==> src/rtl/valid_2d_convolution_defines.svh <==
`ifndef VALID_2D_CONVOLUTION_DEFINES_SVH
`define VALID_2D_CONVOLUTION_DEFINES_SVH

// same-cycle implication, checked outside reset
`define VCV_ASSERT_IMPL(lbl, ante, cons, msg) \
  lbl: assert property (@(posedge clk) disable iff (!rst_n) (ante) |-> (cons)) else $error(msg);

// next-cycle implication, checked outside reset
`define VCV_ASSERT_NEXT(lbl, ante, cons, msg) \
  lbl: assert property (@(posedge clk) disable iff (!rst_n) (ante) |=> (cons)) else $error(msg);

`endif

==> src/rtl/vcv_pkg.sv <==
package vcv_pkg;

  localparam int KR        = 3;
  localparam int KC        = 3;
  localparam int MAX_WIDTH = 1024;

  localparam int COL_W      = $clog2(MAX_WIDTH);
  localparam int ROWID_W    = $clog2(KR + 1);
  localparam int ROW_W      = 16;
  localparam int OCOL_W     = 10;
  localparam int WIDTH_W    = 11;
  localparam int PIX_W      = 16;
  localparam int COEF_W     = 16;
  localparam int IDX_W      = 4;
  localparam int PROD_W     = PIX_W + COEF_W;
  localparam int SUM_W      = 35;
  localparam int CFG_W      = 16;
  localparam int CFG_ADDR_W = 1;

  localparam int IN_FIELDS_W  = IDX_W + COEF_W + PIX_W;
  localparam int IN_DATA_W    = ((IN_FIELDS_W + 7) / 8) * 8;
  localparam int OUT_FIELDS_W = SUM_W + ROW_W + OCOL_W;
  localparam int OUT_DATA_W   = ((OUT_FIELDS_W + 7) / 8) * 8;

  localparam logic [CFG_ADDR_W-1:0] REG_IMAGE_WIDTH  = CFG_ADDR_W'(0);
  localparam logic [CFG_ADDR_W-1:0] REG_IMAGE_HEIGHT = CFG_ADDR_W'(1);

  localparam logic FUNC_COEF  = 1'b0;
  localparam logic FUNC_PIXEL = 1'b1;

  typedef struct packed {
    logic win_en;
    logic pipe_en;
  } vcv_ctrl_t;

  typedef struct packed {
    logic                     we;
    logic [IDX_W-1:0]         idx;
    logic signed [COEF_W-1:0] value;
  } vcv_coef_t;

endpackage

==> src/rtl/vcv_cell.sv <==
module vcv_cell (
  input  logic                                clk,
  input  logic                                rst_n,
  input  logic [vcv_pkg::ROWID_W-1:0]         row_id,
  input  vcv_pkg::vcv_ctrl_t                  ctrl,
  input  vcv_pkg::vcv_coef_t                  coef,
  input  logic signed [vcv_pkg::PIX_W-1:0]    col_in,
  input  logic signed [vcv_pkg::SUM_W-1:0]    psum_in,
  output logic signed [vcv_pkg::SUM_W-1:0]    psum_out
);
  import vcv_pkg::*;

  logic signed [PIX_W-1:0]  win_r   [KC];
  logic signed [PIX_W-1:0]  win_nxt [KC];
  logic signed [COEF_W-1:0] kern_r  [KC];
  logic signed [PROD_W-1:0] prod_r  [KC];
  logic signed [SUM_W-1:0]  rsum_r;
  logic signed [SUM_W-1:0]  rsum_nxt;

  always_comb begin
    for (int c = 0; c < KC - 1; c++) begin
      win_nxt[c] = win_r[c + 1];
    end
    win_nxt[KC-1] = col_in;
  end

  always_ff @(posedge clk) begin
    if (!rst_n) begin
      for (int c = 0; c < KC; c++) begin
        kern_r[c] <= '0;
      end
    end else begin
      for (int c = 0; c < KC; c++) begin
        if (coef.we && (int'(coef.idx) == int'(row_id) * KC + c)) begin
          kern_r[c] <= coef.value;
        end
      end
    end
  end

  always_ff @(posedge clk) begin
    if (ctrl.win_en) begin
      for (int c = 0; c < KC; c++) begin
        win_r[c] <= win_nxt[c];
      end
    end
    if (ctrl.pipe_en) begin
      for (int c = 0; c < KC; c++) begin
        prod_r[c] <= PROD_W'(win_nxt[c]) * PROD_W'(kern_r[c]);
      end
      rsum_r <= rsum_nxt;
    end
  end

  always_comb begin
    rsum_nxt = '0;
    for (int c = 0; c < KC; c++) begin
      rsum_nxt = rsum_nxt + SUM_W'(prod_r[c]);
    end
  end

  assign psum_out = psum_in + rsum_r;

endmodule
==> config.mk <==
export PLATFORM = sky130hd
export DESIGN_NAME = vcv_cell
export DESIGN_NICKNAME = d
export VERILOG_FILES = /design/src/rtl/valid_2d_convolution_defines.svh /design/src/rtl/vcv_pkg.sv /design/src/rtl/vcv_cell.sv
export SDC_FILE = /design/constraint.sdc
export NUM_CORES = 2
export LEC_CHECK = 0
export CORE_ASPECT_RATIO = 1.4
export CORE_UTILIZATION = 50
export DETAILED_ROUTE_END_ITERATION = 16
export DONT_BUFFER_PORTS = 1
export PLACE_DENSITY = 0.72
export SLEW_MARGIN = 20
export SYNTH_ARGS = -nofsm -noshare
export SYNTH_HDL_FRONTEND = slang
export SYNTH_SLANG_ARGS = --single-unit
==> constraint.sdc <==
create_clock -name clk -period 9.8 [get_ports clk]
set_input_delay 0.98 -clock clk [delete_from_list [all_inputs] [get_ports clk]]
set_output_delay 0.98 -clock clk [all_outputs]
set_load 0.005 [all_outputs]
==> impl_metrics.csv <==
group,metric,value,unit
clocking,cts_root_buf,"clkbuf_16",
worst_setup_path,cp-end-kind,"flop",
synthesis,synth-async-reset-ratio,0,%
grt,grt_pass1_wl,158.7,mm
synthesis,synth-edff-count,210,
clocking,cts_sinks,210,
place,hpwl,80.59,mm
sta,hold_viol,0,
clocking,cts_tree,"done",
routing,viasPerCell,5.416,
sta,relSlewSlack,28.03,%
worst_setup_path,critical_path.max_stage_delay,0.90,ns
sta,hold_slack,0.5285,ns
clocking,cts.clk_slew.worst_paths,0.07,ns
clocking,htree_levels,1,
grt,grt_pass1_vias,30280,
grt,antenna_found_initial,5,
die,dieArea,0.08086,mm^2
min_path,min-delay-start,"col_in[11]",
clocking,clockBufferDepth,3,
die,core,0.07892,mm^2
status,status,"finished with violations",
worst_setup_path,path_buf_inv,3,
sta,fin_tns_setup,0,ns
synthesis,yosysWarnings,0,
sta,fmax,143.1,MHz
grt,grt_max_degree,131,
die,die_width,240.6,um
status,violations,"DRC",
routing,first_pass_iters,11,
grt,grt_overflow,0,
die,initial_core_util,50.50,%
place,port_buffers,0,
worst_setup_path,worstPathMaxFanout,16,
synthesis,synth_nets,5184,
place,routabilityCongestion,0.9344,
sta,period_minus_slack,6.989,ns
die,rows,122,
routing,drt_iter0_markers,1427,
sta,skew,0.01285,ns
sta,setup_violations,0,
routing,drt-total-wl,98.04,mm
worst_setup_path,critical-path-top-delay-family,"adder cells",
min_path,hold_class,"in -> reg",
synthesis,synth_top_cell_by_area,"fa_1",
flow_run,cap_viol_max_count,0,
worst_setup_path,startpoint,"win_r[1][15]$_DFFE_PP_",
worst_setup_path,cpMostUsedCell,"fa_1",
clocking,post-cts-setup-buffers,0,
synthesis,avgSynthCellArea,10.04,um^2
routing,drc,1,
synthesis,ys_ff_latch,210,
die,io_pins,113,
grt,grtUsageTotal,25.82,%
sta,rsz0062_at_grt,"no",
layout,fillerInstances,7010,
synthesis,seq_area_frac_synth,15.82,%
routing,ant_nets,0,
synthesis,synth_cells,3968,
worst_setup_path,crit_chain,"nand2_1, inv_1, fa_1, fa_1, fa_1, fa_1, fa_1, inv_1, fa_1, inv_1, ha_1, nand4_1, or3_1, o211ai_1, a2111oi_2, o31ai_1, a21oi_1, xnor2_1",
synthesis,synth_cell_types,70,
sta,maxSlewViolCount,0,
sta,post-route-period-util,71.31,%
synthesis,yosys-top-cells-area,"fa_1 (41%), edfxtp_1 (16%), ha_1 (10%)",
layout,drive_gt1_share,1.817,%
worst_setup_path,arrival,7.28,ns
worst_setup_path,cp-start-kind,"flop",
synthesis,synth_top_area_share,41.19,%
clocking,cts.repair.resized,0,
worst_setup_path,crit_type,"reg -> reg",
routing,avgRoutedWirePerCell,19.75,um
die,die_y,336.1,um
place,placed_area,0.04079,mm^2
layout,area_growth,4.351,%
worst_setup_path,critPathSlowestCell,"fa_1",
clocking,cts_hold_buffers,0,
worst_setup_path,required,10.09,ns
synthesis,syn_area,0.03985,mm^2
sta,tightest_slew,1.075,ns
routing,route.vias.total,26880,
clocking,clock_latency,0.55,ns
synthesis,synthFlopType,"edfxtp_1",
layout,final_nets,5107,
worst_setup_path,r2r_start,"win_r[1][15]$_DFFE_PP_",
clocking,numCtsBuffers,23,
layout,fin_area,0.04159,mm^2
[worst reg2reg max path, delay by kind of cell, from the launching register on]
| family | cells | cell delay, ns |
|---|---|---|
| adders and majority gates | 7 | 3.82 |
| AOI/OAI and AO/OA | 4 | 0.95 |
| and+or+nand+nor | 3 | 0.87 |
| DFF | 1 | 0.71 |
| buffers and inverters | 3 | 0.24 |
| xor gates and xnor gates | 1 | 0.15 |
[final timing paths]
check,endpoint,slack (ns),depth (start not counted)
hold / removal,win_r[2][11]$_DFFE_PP_,0.53,0
setup / recovery,prod_r[0][31]$_DFFE_PP_,2.81,18
setup reg to reg,prod_r[0][31]$_DFFE_PP_,2.81,18
hold reg to reg,prod_r[0][0]$_DFFE_PP_,0.79,2
[synth_stat cells (all sizes together), types with 14 or more instances]
library cell / count
nor2: 101
o21a: 26
a21oi: 117
nand3: 28
edfxtp: 210
ha: 318
inv: 895
nand4: 17
clkbuf: 102
a211oi: 15
xnor2: 123
nand2b: 27
and3: 14
xor2: 45
and2: 389
nand2: 426
fa: 820
a21o: 68
o21ai: 65
nor3: 21
[per-layer routing]
metal	share of wire (%)	global-route usage (%)
met1	35	27.19
met2	52	47.84
met3	5.4	3.464
met4	7.4	16.45
met5	0.040	0
[cell usage in the layout, fill, tap and decap left out, types with 45 or more instances in the layout]
cell type  instances
xnor2_1          123
a21o_1            68
inv_1            895
nor2_1           101
and2_1           388
ha_1             318
a21oi_1          117
fa_1             820
xor2_1            45
o21ai_0           58
nand2_1          426
edfxtp_1         210
[final cells by class]
cell class | count | area [um^2] | share of cell area, %
Antenna cell | 2 | 5.005 | 0.01203
Clock buffer | 23 | 575.6 | 1.384
Clock inverter | 18 | 215.2 | 0.5175
Inverter | 895 | 3359 | 8.078
Multi-Input combinational cell | 2760 | 29800 | 71.66
Sequential cell | 210 | 6306 | 15.16
Tap cell | 1054 | 1319 | 3.171
Timing Repair Buffer | 1 | 7.507 | 0.01805
[state kept, by name, indices dropped and copies added (netlist names)]
signal and count:
kern_r 48, prod_r 96, rsum_r 34, win_r 32
[metrics by stage]
step / setup WS, ns / util [%] / cells
finish: 2.811 / 52.70 / 4963
floorplan: 3.061 / - / 3968
CTS: 2.799 / 52.69 / 4961
global route: 2.416 / 52.70 / 4963
detailed placement: 2.837 / 51.69 / 4920
global placement: 2.876 / 51.69 / 4920
[cell families after synthesis]
group                      Yosys count  share of synthesized area [%]
xor gates and xnor gates           168                          3.692
buffers and inverters              998                          9.403
DFF                                210                          15.82
adders and majority gates         1138                          51.17
AOI/OAI and AO/OA                  383                          6.496
and+or+nand+nor                   1071                          13.41
Power is left out: the tool's default activity adds up to more than one toggle a clock period on the data nets, which glitch-free logic cannot reach.
